[config.mk]
export PLATFORM = sky130hd
export DESIGN_NAME = life_tile_with_edge_ring_unit
export DESIGN_NICKNAME = d
export VERILOG_FILES = /design/src/sv/ltile_pkg.sv /design/src/sv/ltile_row_lane.sv /design/src/sv/ltile_next_gen.sv /design/src/sv/life_tile_with_edge_ring_unit.sv
export SDC_FILE = /design/constraint.sdc
export NUM_CORES = 1
export LEC_CHECK = 0
export BUFFER_PORTS_ARGS = -buffer_cell sky130_fd_sc_hd__buf_2
export CAP_MARGIN = 0
export CORE_ASPECT_RATIO = 0.8
export CORE_MARGIN = 5
export CORE_UTILIZATION = 29
export DETAILED_ROUTE_END_ITERATION = 10
export PLACE_DENSITY = 0.5
export SYNTH_ARGS = -nofsm -noshare
export SYNTH_HDL_FRONTEND = slang
export SYNTH_SLANG_ARGS = --single-unit
[constraint.sdc]
create_clock -name clock -period 23 [get_ports clock]
set_clock_uncertainty 0.1 [all_clocks]
set_input_delay 2.3 -clock clock [delete_from_list [all_inputs] [get_ports clock]]
set_output_delay 2.3 -clock clock [all_outputs]
set_load 0.05 [all_outputs]
[src/sv/ltile_pkg.sv]
// ----------------------------------------------------------------------------
// ltile_pkg: shared types, command codes and helpers for the life tile
// Holds the command byte codes, the frame row type used by the row lanes
// and the ring byte extraction helpers.
// ----------------------------------------------------------------------------
package ltile_pkg;

   // Command byte codes
   localparam logic [7:0] OP_LOAD = 8'h01;
   localparam logic [7:0] OP_NEXT = 8'h02;
   localparam logic [7:0] OP_EDGE = 8'h06;

   // Tile geometry
   localparam int unsigned ROWS     = 8;
   localparam int unsigned COLS     = 8;
   localparam int unsigned RING_W   = 40;
   localparam int unsigned FRAME_W  = COLS + 2;
   localparam int unsigned FRAME_H  = ROWS + 2;

   // One row of the 10x10 frame: bit 9 is the left border, bit 0 the right,
   // tile bit b sits at bit b+1.
   typedef logic [FRAME_W-1:0] frame_row_type;
   typedef logic [COLS-1:0]    tile_row_type;
   typedef logic [RING_W-1:0]  ring_type;

   // Ring byte k (k = 3..7) of the stored border
   function automatic logic [7:0] ring_byte(input ring_type ring, input int unsigned k);
      logic [7:0] b;
      b = ring[8*(k-3) +: 8];
      return b;
   endfunction

endpackage

[src/sv/ltile_row_lane.sv]
// ----------------------------------------------------------------------------
// ltile_row_lane: next-generation logic for one tile row
// Counts the eight neighbors of each of the row's cells from the frame rows
// above, at and below it, and applies the B3/S23 rule.
// ----------------------------------------------------------------------------
module ltile_row_lane (
   input  ltile_pkg::frame_row_type above,
   input  ltile_pkg::frame_row_type mid,
   input  ltile_pkg::frame_row_type below,
   output ltile_pkg::tile_row_type  row_next
);

   // Per-cell neighbor count and rule
   always_comb begin
      logic [3:0] n;
      row_next = '0;
      for (int b = 0; b < int'(ltile_pkg::COLS); b++) begin
         n = 4'(above[b]) + 4'(above[b+1]) + 4'(above[b+2])
           + 4'(below[b]) + 4'(below[b+1]) + 4'(below[b+2])
           + 4'(mid[b])   + 4'(mid[b+2]);
         row_next[b] = (n == 4'd3) || ((n == 4'd2) && mid[b+1]);
      end
   end

endmodule

[src/sv/ltile_next_gen.sv]
// ----------------------------------------------------------------------------
// ltile_next_gen: one life generation over the whole tile
// Builds the 10x10 frame from the tile and the border ring, runs one lane
// per row and merges the lane results into the new tile.
// ----------------------------------------------------------------------------
module ltile_next_gen (
   input  logic [63:0]         tile,
   input  ltile_pkg::ring_type ring,
   output logic [63:0]         tile_next
);

   ltile_pkg::frame_row_type frame [ltile_pkg::FRAME_H];
   ltile_pkg::tile_row_type  lane_row [ltile_pkg::ROWS];
   logic [7:0] e3, e4, e5, e6, e7;

   assign e3 = ltile_pkg::ring_byte(ring, 3);
   assign e4 = ltile_pkg::ring_byte(ring, 4);
   assign e5 = ltile_pkg::ring_byte(ring, 5);
   assign e6 = ltile_pkg::ring_byte(ring, 6);
   assign e7 = ltile_pkg::ring_byte(ring, 7);

   // Frame assembly: border cells placed around the tile rows
   always_comb begin
      // top row: e7 reversed on the left eight, then e6 bits 0 and 1
      for (int i = 0; i < 8; i++) begin
         frame[0][2+i] = e7[7-i];
      end
      frame[0][1] = e6[0];
      frame[0][0] = e6[1];
      // tile rows
      for (int j = 0; j < int'(ltile_pkg::ROWS); j++) begin
         frame[j+1][ltile_pkg::COLS:1] = tile[8*j +: 8];
      end
      // left border: e3 bits 3..0 on the upper rows, e4 bits 7..4 below
      for (int j = 0; j < 4; j++) begin
         frame[j+1][ltile_pkg::FRAME_W-1] = e3[3-j];
         frame[j+5][ltile_pkg::FRAME_W-1] = e4[7-j];
      end
      // right border: e6 bits 2..7 on the upper six rows, e5 bits 0..1 below
      for (int j = 0; j < 6; j++) begin
         frame[j+1][0] = e6[2+j];
      end
      frame[7][0] = e5[0];
      frame[8][0] = e5[1];
      // bottom row: e4 low nibble on the left, e5 bits 7..2 on the right
      frame[ltile_pkg::FRAME_H-1] = {e4[3:0], e5[7:2]};
   end

   // One lane per row
   for (genvar r = 0; r < int'(ltile_pkg::ROWS); r++) begin : g_lane
      ltile_row_lane u_lane (
         .above    (frame[r]),
         .mid      (frame[r+1]),
         .below    (frame[r+2]),
         .row_next (lane_row[r])
      );
   end

   // Merge lane rows into the tile word
   always_comb begin
      for (int r = 0; r < int'(ltile_pkg::ROWS); r++) begin
         tile_next[8*r +: 8] = lane_row[r];
      end
   end

endmodule

[src/sv/life_tile_with_edge_ring_unit.sv]
// ----------------------------------------------------------------------------
// life_tile_with_edge_ring_unit: 8x8 B3/S23 life tile with stored border
// Top level: command decode, tile and ring state, output register and skid.
// ----------------------------------------------------------------------------
// Usage:
//   Request channel (req_valid/req_ready, req_op, req_sdu) carries one
//   command per transfer: op 1 loads the tile from the payload turned by
//   180 degrees, op 6 stores payload bytes 3..7 as the border ring, op 2
//   advances the tile one generation across the ring; other ops leave state.
//   Response channel (rsp_valid/rsp_ready, rsp_grid_out) returns one
//   transfer per request: the tile as it stands after that command.
//   The response is registered in the output register, or in the skid
//   register while the receiver stalls. Throughput is one command per cycle
//   unless the skid is full; eight combinational row lanes form a generation.
//   When the receiver stalls, one further request is taken into a skid
//   register; req_ready drops only while the skid register is full.
//   Synchronous reset clears the tile (all dead), the ring and both valid
//   flags; responses in flight are dropped.
// ----------------------------------------------------------------------------
module life_tile_with_edge_ring_unit (
   input  logic        clock,
   input  logic        reset,
   input  logic        req_valid,
   output logic        req_ready,
   input  logic [7:0]  req_op,
   input  logic [63:0] req_sdu,
   output logic        rsp_valid,
   input  logic        rsp_ready,
   output logic [63:0] rsp_grid_out
);

   logic [63:0]         tile_ff, tile_in;
   ltile_pkg::ring_type ring_ff, ring_in;
   logic [63:0]         gen_tile;
   logic [63:0]         load_tile;
   logic                out_valid_ff, out_valid_in;
   logic [63:0]         out_data_ff, out_data_in;
   logic                skid_valid_ff, skid_valid_in;
   logic [63:0]         skid_data_ff, skid_data_in;
   logic                accept, pop;

   assign req_ready    = !skid_valid_ff;
   assign accept       = req_valid && req_ready;
   assign rsp_valid    = out_valid_ff;
   assign rsp_grid_out = out_data_ff;
   assign pop          = out_valid_ff && rsp_ready;

   // Generation core
   ltile_next_gen u_next_gen (
      .tile      (tile_ff),
      .ring      (ring_ff),
      .tile_next (gen_tile)
   );

   // Load path: full 64-bit bit reversal
   always_comb begin
      for (int i = 0; i < 64; i++) begin
         load_tile[i] = req_sdu[63-i];
      end
   end

   // Command decode
   always_comb begin
      tile_in = tile_ff;
      ring_in = ring_ff;
      if (accept) begin
         case (req_op)
            ltile_pkg::OP_LOAD: tile_in = load_tile;
            ltile_pkg::OP_EDGE: ring_in = req_sdu[63:24];
            ltile_pkg::OP_NEXT: tile_in = gen_tile;
            default: ;
         endcase
      end
   end

   // Output register and skid
   always_comb begin
      out_valid_in  = out_valid_ff;
      out_data_in   = out_data_ff;
      skid_valid_in = skid_valid_ff;
      skid_data_in  = skid_data_ff;
      if (!out_valid_ff || pop) begin
         if (skid_valid_ff) begin
            out_valid_in  = 1'b1;
            out_data_in   = skid_data_ff;
            skid_valid_in = 1'b0;
         end else begin
            out_valid_in = accept;
            out_data_in  = tile_in;
         end
      end else if (accept) begin
         skid_valid_in = 1'b1;
         skid_data_in  = tile_in;
      end
   end

   // Control and state registers
   always_ff @(posedge clock) begin
      if (reset) begin
         tile_ff       <= '0;
         ring_ff       <= '0;
         out_valid_ff  <= 1'b0;
         skid_valid_ff <= 1'b0;
      end else begin
         tile_ff       <= tile_in;
         ring_ff       <= ring_in;
         out_valid_ff  <= out_valid_in;
         skid_valid_ff <= skid_valid_in;
      end
   end

   // Payload registers
   always_ff @(posedge clock) begin
      out_data_ff  <= out_data_in;
      skid_data_ff <= skid_data_in;
   end

endmodule
==> metrics.csv, run 1 <==
stage,metric,value,unit
clock_tree,cts_setup_buffers,0,
floorplan,placementRows,87,
placed_design,port-buffer-count,141,
worst_setup_path,critical_path_class,in -> reg,
clock_tree,cts_inserted_buffers,30,
detailed_routing,drtAntennaViolNets,0,
clock_tree,cts_resized,0,
floorplan,die-area,76300,µm²
synth,syn_nets,2492,
timing,fmax,0.221,GHz
power,power_density,43.7,nW/µm²
grt,grt_pass1_vias,15913,
timing,report.final.slew_viol_count,0,
detailed_routing,first_pass_iters,5,
final_layout,multiInputGateArea,12500,µm²
final_layout,nets,2605,
grt,grt_pass1_wl,95100,µm
clock_tree,clk_pin_slew,0.06,ns
clock_tree,worstSkewPairLatency,0.59,ns
power,p_comb_share,7.5,%
worst_hold_path,hold_end,ring_ff[3]$_SDFFE_PP0P_,
synth,synth_seq_area_share,28.6,%
grt,grt_max_degree,78,
clock_tree,cts_tree,built,
detailed_routing,drc,0,
timing,worst_hold_slack,0.394,ns
clock_tree,clockBufferDepth,3,
worst_setup_path,crit_arrival,4.93,ns
floorplan,initial_utilization,29.2,%
worst_setup_path,worstRegToRegCells,11,
synth,synthesis.area,20600,µm²
worst_setup_path,critPathCaptureType,flip-flop,
status,status,finished clean,
final_layout,fin_area,23200,µm²
timing,tightest_slew,1.15,ns
synth,syn_avg_cell_area,10.4,µm²
synth,yosysWarnings,0,
power,cell_internal_pwr,0.747,mW
timing,fin_crit,4.52,ns
grt,grt-ovfl-total,0,
synth,syn_inst,1968,
power,finalPower,1.01,mW
worst_setup_path,critPathRequiredTime,23.40,ns
worst_setup_path,reg2reg_to,rsp_grid_out[20]$_DFFE_PP_,
power,pwr-share-seq,44.3,%
power,switching_share,26.3,%
placed_design,hpwlAfterDp,44300,µm
timing,setup_ws,18.48,ns
power,p_clk_share,48.2,%
final_layout,seqCellArea,5890,µm²
power,p_switching,0.267,mW
detailed_routing,viasPerCell,4.88,
clock_tree,cts_max_level,1,
synth,ys_ff_latch,230,
timing,hold_viol,0,
timing,fin_setup_tns,0,ns
clock_tree,root_buffer,clkbuf_16,
synth,synth-async-reset-ratio,0,%
timing,setup_viol,0,
power,leakage,10.6,nW
placed_design,place_inst,2983,
detailed_routing,via_count,14825,
worst_hold_path,hold_start,ring_ff[3]$_SDFFE_PP0P_,
floorplan,coreArea,70300,µm²
final_layout,n_fill_cell,7211,
synth,synth_ff_type,edfxtp_1,
worst_hold_path,holdPathStages,2,
synth,synth_edf_count,128,
floorplan,die_x,308,µm
worst_setup_path,crit_fanout,45,
worst_setup_path,r2r-start,tile_ff[11]$_SDFF_PP0_,
placed_design,place_congestion,0.801,
timing,fin_crit_sh,19.7,%
final_layout,utilization,33.0,%
detailed_routing,wl,61400,µm
worst_setup_path,rrSetupSlack,18.71,ns
grt,antenna_found_initial,2,
placed_design,dpl_cell_area,22200,µm²
timing,maxSlewHeadroom,23.6,%
final_layout,syn_to_final_growth,12.9,%
detailed_routing,drt-initial-drc-count,929,
timing,rsz0062_at_grt,false,
placed_design,dp_worst_setup_slack,17.91,ns
clock_tree,cts_hold_buf,0,
synth,synth.distinct_cells,35,
floorplan,ioPinCount,142,
power,ir_worst_vdd,0.0000498,V
worst_setup_path,start_kind,input port,
detailed_routing,avgRoutedWirePerCell,20.2,µm
worst_hold_path,hold_path_class,reg -> reg,
flow_run,maxCapViolations,0,
final_layout,layout-drive-gt1-share,14.7,%
final_layout,instances_no_fill,3040,
floorplan,die_y,248,µm
grt,gr-usage-all-layers,16.0,%
clock_tree,clock_sinks,230,
==> layer usage <==
metal / wire length (µm) / global-route usage (%) / up-vias
li1: - / - / 6854
met1: 28300 / 21.9 / 7556
met2: 28700 / 26.9 / 323
met3: 2970 / 2.38 / 90
met4: 1480 / 4.09 / 2
met5: 7 / 0 / -
==> layout make-up <==
cell class,instances,area share [%]
antenna,1,0.0108
clock buffer,40,3.62
clock inverter,16,0.690
inverter,485,7.84
multi-input combinational,1181,54.0
sequential,230,25.4
tap,934,5.03
timing repair buffer,153,3.43
==> how the worst max path moves through the flow <==
stage | from | end | slack (ns) | cells after the start
2_1_floorplan | rsp_ready | skid_data_ff[0]$_DFFE_PP_ | 13.64 | 2
3_3_place_gp | req_valid | tile_ff[60]$_SDFF_PP0_ | 17.98 | 7
3_5_place_dp | req_valid | tile_ff[59]$_SDFF_PP0_ | 17.91 | 7
4_1_cts | req_valid | tile_ff[60]$_SDFF_PP0_ | 18.48 | 7
5_1_grt | req_valid | tile_ff[62]$_SDFF_PP0_ | 18.38 | 7
6_report | req_valid | tile_ff[59]$_SDFF_PP0_ | 18.48 | 7
==> state kept, by name, summed over array words and instances, names as in the netlist <==
signal and flops:
tile_ff 64, skid_valid_ff 1, rsp_valid 1, ring_ff 36
rsp_grid_out 64, skid_data_ff 64
==> layout by cell type (no fill, tap or decap), types with 2 or more instances in the layout <==
| cell | synthesis | routed |
|---|---|---|
| inv_1 | 485 | 485 |
| fa_1 | 256 | 256 |
| nand2_1 | 192 | 192 |
| ha_1 | 192 | 192 |
| buf_2 | 14 | 141 |
| edfxtp_1 | 128 | 128 |
| o21ai_0 | 102 | 102 |
| dfxtp_1 | 102 | 101 |
| o221ai_1 | 64 | 64 |
| o2bb2ai_2 | 60 | 60 |
| nor2_1 | 48 | 48 |
| a32oi_1 | 44 | 44 |
| a21oi_1 | 41 | 41 |
| a31o_2 | 39 | 39 |
| mux2i_1 | 36 | 36 |
| clkbuf_16 | 0 | 31 |
| a31oi_1 | 20 | 20 |
| a2bb2oi_1 | 20 | 20 |
| nand2b_1 | 19 | 18 |
| o2111ai_1 | 18 | 18 |
| buf_4 | 0 | 12 |
| clkinv_2 | 0 | 10 |
| nor3_1 | 7 | 7 |
| clkbuf_1 | 42 | 6 |
| a211o_1 | 5 | 5 |
| o2bb2ai_1 | 4 | 4 |
| nor3b_2 | 0 | 3 |
| bufinv_16 | 0 | 3 |
| clkbuf_8 | 0 | 3 |
| o211ai_1 | 2 | 2 |
==> power by group through the flow <==
stage / logic (mW) / clock network, mW / registers (mW)
after floorplan: 0.0198 / 0 / 0.481
after global placement: 0.0761 / 0 / 0.458
after detailed placement: 0.0765 / 0 / 0.458
after CTS: 0.0768 / 0.504 / 0.450
after global routing: 0.0798 / 0.519 / 0.450
final: 0.0756 / 0.489 / 0.449
==> critical path: stages <==
cell	delay [ns]
buf_2	0.11
nor4b_4	0.14
nand4b_1	0.14
buf_4	0.33
nor2b_4	0.83
buf_4	0.86
o2bb2ai_1	0.18
==> cell usage after synthesis, types with 3 or more instances <==
cell	count	area, µm²
nor2_1	48	180
a2bb2oi_1	20	175
dfxtp_1	102	2040
a32oi_1	44	385
buf_6	8	90.1
o2bb2ai_2	60	901
mux2i_1	36	360
edfxtp_1	128	3840
o221ai_1	64	561
a211o_1	5	43.8
nor3b_1	3	22.5
a31oi_1	20	125
a21oi_1	41	205
inv_1	485	1820
nand2b_1	19	119
nand2_1	192	721
buf_1	8	30.0
o2111ai_1	18	158
a31o_2	39	342
o2bb2ai_1	4	35.0
buf_2	14	70.1
ha_1	192	2400
fa_1	256	5120
o21ai_0	102	510
clkbuf_1	42	158
nor3_1	7	35.0
==> logic make-up after synthesis <==
family	synth area share, %
fa+ha+maj	36.6
flops	28.6
simple gates	5.55
xor+xnor	0.0426
mux	1.75
compound gates	16.8
buf+inv	10.5
No activity file was read; power rests on OpenSTA's default activity.
==> inputs of run 2 (changes only) <==
- PLACE_DENSITY: 0.5 -> 0.52
- clock period: 23 -> 4.1 ns (I/O delays scaled with it)
==> run 2 against run 1 <==
Non-clock buffer count rose by 120; sequential share of layout area fell by 1.1 points; die area did not move; worst setup slack got worse by 18 ns; global-route usage rose by 0.26 points; first-iteration DRC count rose by 5.5%; register-to-register slack got worse by 19 ns; utilization rose by 1.5 points; combinational power rose to 6.1 times the previous value; hold slack got worse by 0.38 ns; cell area rose by 4.6%; critical path type is now reg -> reg; largest cell class unchanged.
==> metrics.csv, run 2 (synthesis gave the netlist of run 1 again) <==
stage,metric,value,unit,change
grt,grt_pass1_vias,16811,,+5.6%
timing,fin_crit_sh,95.7,%,
final_layout,n_fill_cell,7141,,-0.97%
placed_design,hpwlAfterDp,46300,µm,+4.5%
clock_tree,clockBufferDepth,3,,unchanged
clock_tree,clock_sinks,230,,unchanged
floorplan,die-area,76300,µm²,unchanged
detailed_routing,first_pass_iters,5,,unchanged
clock_tree,cts_tree,built,,
timing,rsz0062_at_grt,false,,
timing,tightest_slew,0.801,ns,-0.346 ns
worst_setup_path,critPathRequiredTime,4.29,ns,-19.11 ns
worst_setup_path,critical_path_class,reg -> reg,,
detailed_routing,avgRoutedWirePerCell,19.9,µm,-1.6%
detailed_routing,viasPerCell,4.87,,-0.16%
floorplan,placementRows,87,,unchanged
timing,fin_setup_tns,0,ns,unchanged
worst_setup_path,critPathCaptureType,flip-flop,,
detailed_routing,via_count,15386,,+3.8%
final_layout,final_common_cell,inv_1,,
clock_tree,worstSkewPairLatency,0.59,ns,about the same
clock_tree,cts_inserted_buffers,31,,+3.3%
final_layout,nets,2726,,+4.6%
final_layout,antennaDiodeCount,0,,-1
worst_setup_path,r2r-start,tile_ff[2]$_SDFF_PP0_,,
placed_design,place_congestion,0.849,,+5.9%
placed_design,port-buffer-count,141,,unchanged
clock_tree,clk_pin_slew,0.06,ns,about the same
grt,gr-usage-all-layers,16.3,%,+0.26 points
timing,hold_viol,0,,unchanged
floorplan,ioPinCount,142,,unchanged
power,ir_worst_vdd,0.000315,V,+530%
power,leakage,11.2,nW,+5.4%
floorplan,die_x,308,µm,unchanged
timing,fmax,0.255,GHz,
detailed_routing,drtAntennaViolNets,0,,unchanged
grt,grt_max_degree,81,,+3.8%
final_layout,utilization,34.5,%,+1.5 points
final_layout,layout-drive-gt1-share,19.3,%,+4.6 points
grt,grt_pass1_wl,96900,µm,+1.9%
floorplan,die_y,248,µm,unchanged
power,power_density,230,nW/µm²,+430%
clock_tree,root_buffer,clkbuf_16,,
worst_setup_path,start_kind,flip-flop,,
grt,antenna_found_initial,2,,unchanged
final_layout,final_cell_mix,"483 x inv_1, 256 x fa_1, 192 x nand2_1, 192 x ha_1, 141 x buf_2",,
worst_hold_path,hold_start,req_sdu[10],,
detailed_routing,wl,62800,µm,+2.3%
timing,setup_viol,0,,unchanged
worst_setup_path,crit_arrival,4.12,ns,-0.81 ns
grt,grt-ovfl-total,0,,unchanged
worst_setup_path,crit_fanout,5,,-89%
detailed_routing,drc,0,,unchanged
final_layout,syn_to_final_growth,18.2,%,
timing,fin_crit,3.92,ns,
worst_setup_path,critPathLaunch,tile_ff[2]$_SDFF_PP0_,,
status,status,finished clean,,
timing,maxSlewHeadroom,46.6,%,+23 points
timing,report.final.slew_viol_count,0,,unchanged
floorplan,coreArea,70300,µm²,unchanged
detailed_routing,drt-initial-drc-count,980,,+5.5%
worst_hold_path,hold_path_class,in -> reg,,
flow_run,maxCapViolations,0,,unchanged
clock_tree,cts_max_level,1,,unchanged
floorplan,initial_utilization,29.2,%,unchanged
-- run 2: final cells by class --
| type | count | area [µm²] | area share, % |
|---|---|---|---|
| Multi-Input combinational cell | 1181 | 12600 | 52.0 |
| Sequential cell | 230 | 5890 | 24.3 |
| Inverter | 485 | 1830 | 7.53 |
| Timing Repair Buffer | 273 | 1810 | 7.47 |
| Tap cell | 934 | 1170 | 4.81 |
| Clock buffer | 43 | 861 | 3.54 |
| Clock inverter | 14 | 100 | 0.412 |
-- run 2: report_power, final --
part / switching [mW] / total, mW / internal [mW]
clock: 1.09 / 2.61 / 1.51
combinational: 0.352 / 0.459 / 0.107
sequential: 0.0293 / 2.52 / 2.49
-- run 2: worst max-delay path, cell delays in order (launching register included) --
cell	delay (ns)
dfxtp_1	0.46
inv_1	0.22
fa_1	0.56
fa_1	0.44
fa_1	0.50
inv_1	0.04
ha_1	0.20
fa_1	0.44
o21ai_0	0.09
a21oi_1	0.07
a32oi_1	0.35
o221ai_1	0.17
-- run 2: per-stage QoR --
step	total power, mW	setup WS [ns]	cell area (µm²)	instances	hold WS [ns]
2_1_floorplan	2.81	0.231	20600	1968	0.363
3_3_place_gp	3.01	0.115	23100	3083	0.380
3_5_place_dp	3.01	0.0970	23100	3083	0.389
4_1_cts	5.66	0.100	24100	3152	0.00309
5_1_grt	5.77	0.000810	24300	3160	0.0232
6_report	5.58	0.177	24300	3160	0.0175
-- run 2: repair_timing --
action | CTS | global route
resized for setup | 0 | 17
hold endpoints to repair | 12 | 0
setup buffers | 0 | 8
hold buffers | 12 | 0
setup endpoints to repair | 0 | 19
-- run 2: routing by layer --
metal / track usage, % / up-vias / part of all wire (%)
met2: 27.4 / 372 / 47
met3: 2.64 / 103 / 5.0
met1: 21.8 / 7803 / 45
li1: - / 7104 / -
met4: 4.82 / 4 / 3.1
met5: 0 / - / 0.033
-- run 2: path summary, 6_finish.rpt --
path,endpoint,slack [ns],depth (start not counted)
setup reg to reg,rsp_grid_out[1]$_DFFE_PP_,0.18,11
setup / recovery,rsp_grid_out[1]$_DFFE_PP_,0.18,11
hold / removal,tile_ff[53]$_SDFF_PP0_,0.02,3
hold reg to reg,ring_ff[20]$_SDFFE_PP0P_,0.40,2
==> inputs of run 3 (changes only) <==
- RECOVER_POWER: not set -> 100
- clock period: 4.1 -> 3.5 ns (I/O delays scaled with it)
==> run 3 against run 2 <==
The flow now finishes with violations (max-capacitance violations, max-slew violations, negative setup slack); global-route usage increased by 1.1 points; die area did not move; register-to-register slack worse by 0.29 ns; maximum frequency increased by 8.5%; sequential power increased by 17%; via count rose by 6.5%; utilization rose by 4.9 points; largest cell class unchanged; non-clock buffer count rose by 182; cell count grew 5.8%; largest power group unchanged.
==> metrics.csv, run 3 (synthesis gave the netlist of run 1 again) <==
stage,metric,value,unit,change
status,status,"finished, violations left",,
status,violations,"max-capacitance violations, max-slew violations, negative setup slack",,
detailed_routing,viasPerCell,4.90,,+0.62%
timing,worst_hold_slack,0.0354,ns,+0.0179 ns
final_layout,final_cell_mix,"402 x inv_1, 247 x buf_4, 206 x fa_1",,
worst_setup_path,endpoint,skid_data_ff[62]$_DFFE_PP_,,
worst_setup_path,critPathLaunch,tile_ff[54]$_SDFF_PP0_,,
detailed_routing,wl,68400,µm,+8.8%
timing,hold_viol,0,,unchanged
timing,fin_crit_sh,103,%,+7.7 points
flow_run,maxCapViolations,2,,+2
floorplan,coreArea,70300,µm²,unchanged
timing,report.final.slew_viol_count,67,,+67
timing,setup_viol,53,,+53
worst_setup_path,slowest_delay,0.51,ns,-0.05 ns
timing,fmax,0.277,GHz,+8.5%
floorplan,die_x,308,µm,unchanged
worst_setup_path,critPathCaptureType,flip-flop,,
timing,rsz0062_at_grt,true,,
detailed_routing,drtAntennaViolNets,0,,unchanged
worst_setup_path,worstRegToRegCells,13,,+2
power,ir_worst_vdd,0.000393,V,+25%
detailed_routing,via_count,16383,,+6.5%
worst_setup_path,critPathRequiredTime,3.74,ns,-0.55 ns
worst_setup_path,r2r-start,tile_ff[54]$_SDFF_PP0_,,
grt,grt_use_met1,23.4,%,+1.6 points
floorplan,ioPinCount,142,,unchanged
worst_setup_path,critical_path_class,reg -> reg,,
placed_design,hpwlAfterDp,48300,µm,+4.4%
power,p_comb_share,8.8,%,+0.6 points
timing,fin_setup_tns,-2.16,ns,-2.16 ns
final_layout,instances_no_fill,3344,,+5.8%
worst_setup_path,crit_arrival,3.85,ns,-0.27 ns
final_layout,fin_area,27700,µm²,+14%
floorplan,die-area,76300,µm²,unchanged
worst_setup_path,reg2reg_to,skid_data_ff[62]$_DFFE_PP_,,
power,power_density,253,nW/µm²,+9.9%
grt,gr-usage-all-layers,17.4,%,+1.1 points
power,pwr-share-seq,42.1,%,-3.0 points
timing,maxSlewHeadroom,-33.7,%,-80 points
power,p_clk_share,49.2,%,+2.5 points
clock_tree,cts_tree,built,,
clock_tree,clk_pin_slew,0.06,ns,about the same
clock_tree,clockBufferDepth,3,,unchanged
detailed_routing,drt-initial-drc-count,858,,-12%
power,leakage,11.7,nW,+5.0%
power,p_switching,1.84,mW,+25%
detailed_routing,first_pass_iters,5,,unchanged
worst_setup_path,rrSetupSlack,-0.12,ns,-0.29 ns
worst_setup_path,critPathBufInv,4,,+2
placed_design,place_inst,3189,,+3.4%
grt,grt_pass1_vias,17712,,+5.4%
final_layout,layout-drive-gt1-share,38.6,%,+19 points
floorplan,initial_utilization,29.2,%,unchanged
grt,grt_pass1_wl,103000,µm,+6.2%
timing,tightest_slew,2.01,ns,+1.20 ns
worst_setup_path,crit_fanout,5,,unchanged
worst_hold_path,hold_path_class,in -> reg,,
final_layout,final_common_cell,inv_1,,
grt,antenna_found_initial,3,,+1
final_layout,nets,2908,,+6.7%
grt,grt_util_met3,3.64,%,+0.99 points
final_layout,syn_to_final_growth,34.9,%,
placed_design,port-buffer-count,141,,unchanged
clock_tree,root_buffer,clkbuf_16,,
grt,grt-ovfl-total,0,,unchanged
worst_setup_path,cp_cell_sequence,clkinv_4 > buf_6 > fa_1 > fa_1 > fa_1 > inv_2 > ha_4 > fa_1 > o21ai_1 > a21oi_1 > a32oi_2 > buf_4 > o21ai_2,,
power,cell_internal_pwr,5.16,mW,+26%
power,finalPower,7.00,mW,+25%
floorplan,die_y,248,µm,unchanged
clock_tree,worstSkewPairLatency,0.60,ns,about the same
power,switching_share,26.3,%,-0.081 points
final_layout,n_fill_cell,6921,,-3.1%
placed_design,dpl_cell_area,24200,µm²,+5.1%
grt,grt.busiest_layer,met2,,
worst_setup_path,crit_path_frequent_cell,fa_1,,
detailed_routing,drc,0,,unchanged
clock_tree,cts_max_level,1,,unchanged
clock_tree,cts_inserted_buffers,31,,unchanged
worst_setup_path,cp_num_cells,13,,+2
grt,globalRouteMet2Util,28.3,%,+0.93 points
grt,grt_max_degree,103,,+27%
floorplan,placementRows,87,,unchanged
worst_setup_path,start_kind,flip-flop,,
placed_design,place_congestion,0.816,,-3.9%
detailed_routing,avgRoutedWirePerCell,20.4,µm,+2.9%
worst_setup_path,cp_top_family,adder cells,,
worst_setup_path,slowest_stage,fa_1,,
timing,fin_crit,3.62,ns,-0.306 ns
timing,setup_ws,-0.116,ns,-0.294 ns
clock_tree,clock_sinks,230,,unchanged
run 3: cell count changes in the layout (fill, tap and decap cells not counted), sizes merged, moves of 2 or more:
cell	previous run	this run
buf	261	356
bufinv	1	5
clkbuf	43	112
clkinv	9	11
clkinvlp	5	2
dlygate4sd3	12	30
inv	484	482
run 3: how the worst min path moves through the flow:
stage | from | endpoint | slack (ns) | depth (start not counted)
after floorplan | ring_ff[0]$_SDFFE_PP0P_ | ring_ff[0]$_SDFFE_PP0P_ | 0.36 | 2
after global placement | ring_ff[32]$_SDFFE_PP0P_ | ring_ff[32]$_SDFFE_PP0P_ | 0.38 | 2
after detailed placement | ring_ff[13]$_SDFFE_PP0P_ | ring_ff[13]$_SDFFE_PP0P_ | 0.39 | 2
after CTS | req_sdu[11] | skid_data_ff[52]$_DFFE_PP_ | 0.001 | 3
after global routing | req_sdu[11] | skid_data_ff[52]$_DFFE_PP_ | 0.04 | 3
final | req_sdu[26] | ring_ff[2]$_SDFFE_PP0P_ | 0.04 | 3
run 3: power groups by stage:
stage                     logic (mW)  registers, mW  clock network [mW]
final                          0.614           2.95                3.44
after detailed placement       0.562           3.01                   0
after global placement         0.561           3.01                   0
after global routing           0.648           2.95                3.63
after floorplan                0.139           3.15                   0
after CTS                      0.609           2.95                3.55
run 3: final cells by class:
| class | instances | area [µm²] | share of cell area [%] |
|---|---|---|---|
| timing repair buffer | 455 | 3260 | 11.8 |
| inverter | 485 | 1960 | 7.05 |
| multi-input combinational | 1181 | 14300 | 51.5 |
| clock inverter | 15 | 205 | 0.740 |
| clock buffer | 43 | 871 | 3.14 |
| antenna | 1 | 2.50 | 0.00902 |
| tap | 934 | 1170 | 4.21 |
| sequential | 230 | 5970 | 21.5 |
run 3: worst reg2reg max path, stage by stage (launching register included):
cell and delay [ns]:
dfxtp_2 0.35, clkinv_4 0.09, buf_6 0.13, fa_1 0.49, fa_1 0.43, fa_1 0.51
inv_2 0.05, ha_4 0.16, fa_1 0.44, o21ai_1 0.09, a21oi_1 0.06, a32oi_2 0.26
buf_4 0.16, o21ai_2 0.04
run 3: layer usage:
layer / up-vias / part of all wire [%]
met5: - / 0.020
met4: 2 / 3.3
met3: 130 / 6.3
met2: 412 / 46
met1: 8352 / 44
li1: 7487 / -
run 3: timing repair:
item / in CTS / in global routing
setup endpoints to repair: 130 / 177
hold buffers: 30 / 0
gates resized for setup: 217 / 278
pin swaps: 124 / 104
buffers inserted: 25 / 52
endpoints found under the hold margin: 34 / 0
run 3: metrics by stage:
step | util [%] | worst slack, ns
after floorplan | - | -0.0325
after global placement | 34.5 | -0.164
after detailed placement | 34.5 | -0.205
after CTS | 37.6 | -0.118
after global routing | 39.4 | -0.240
final | 39.4 | -0.116
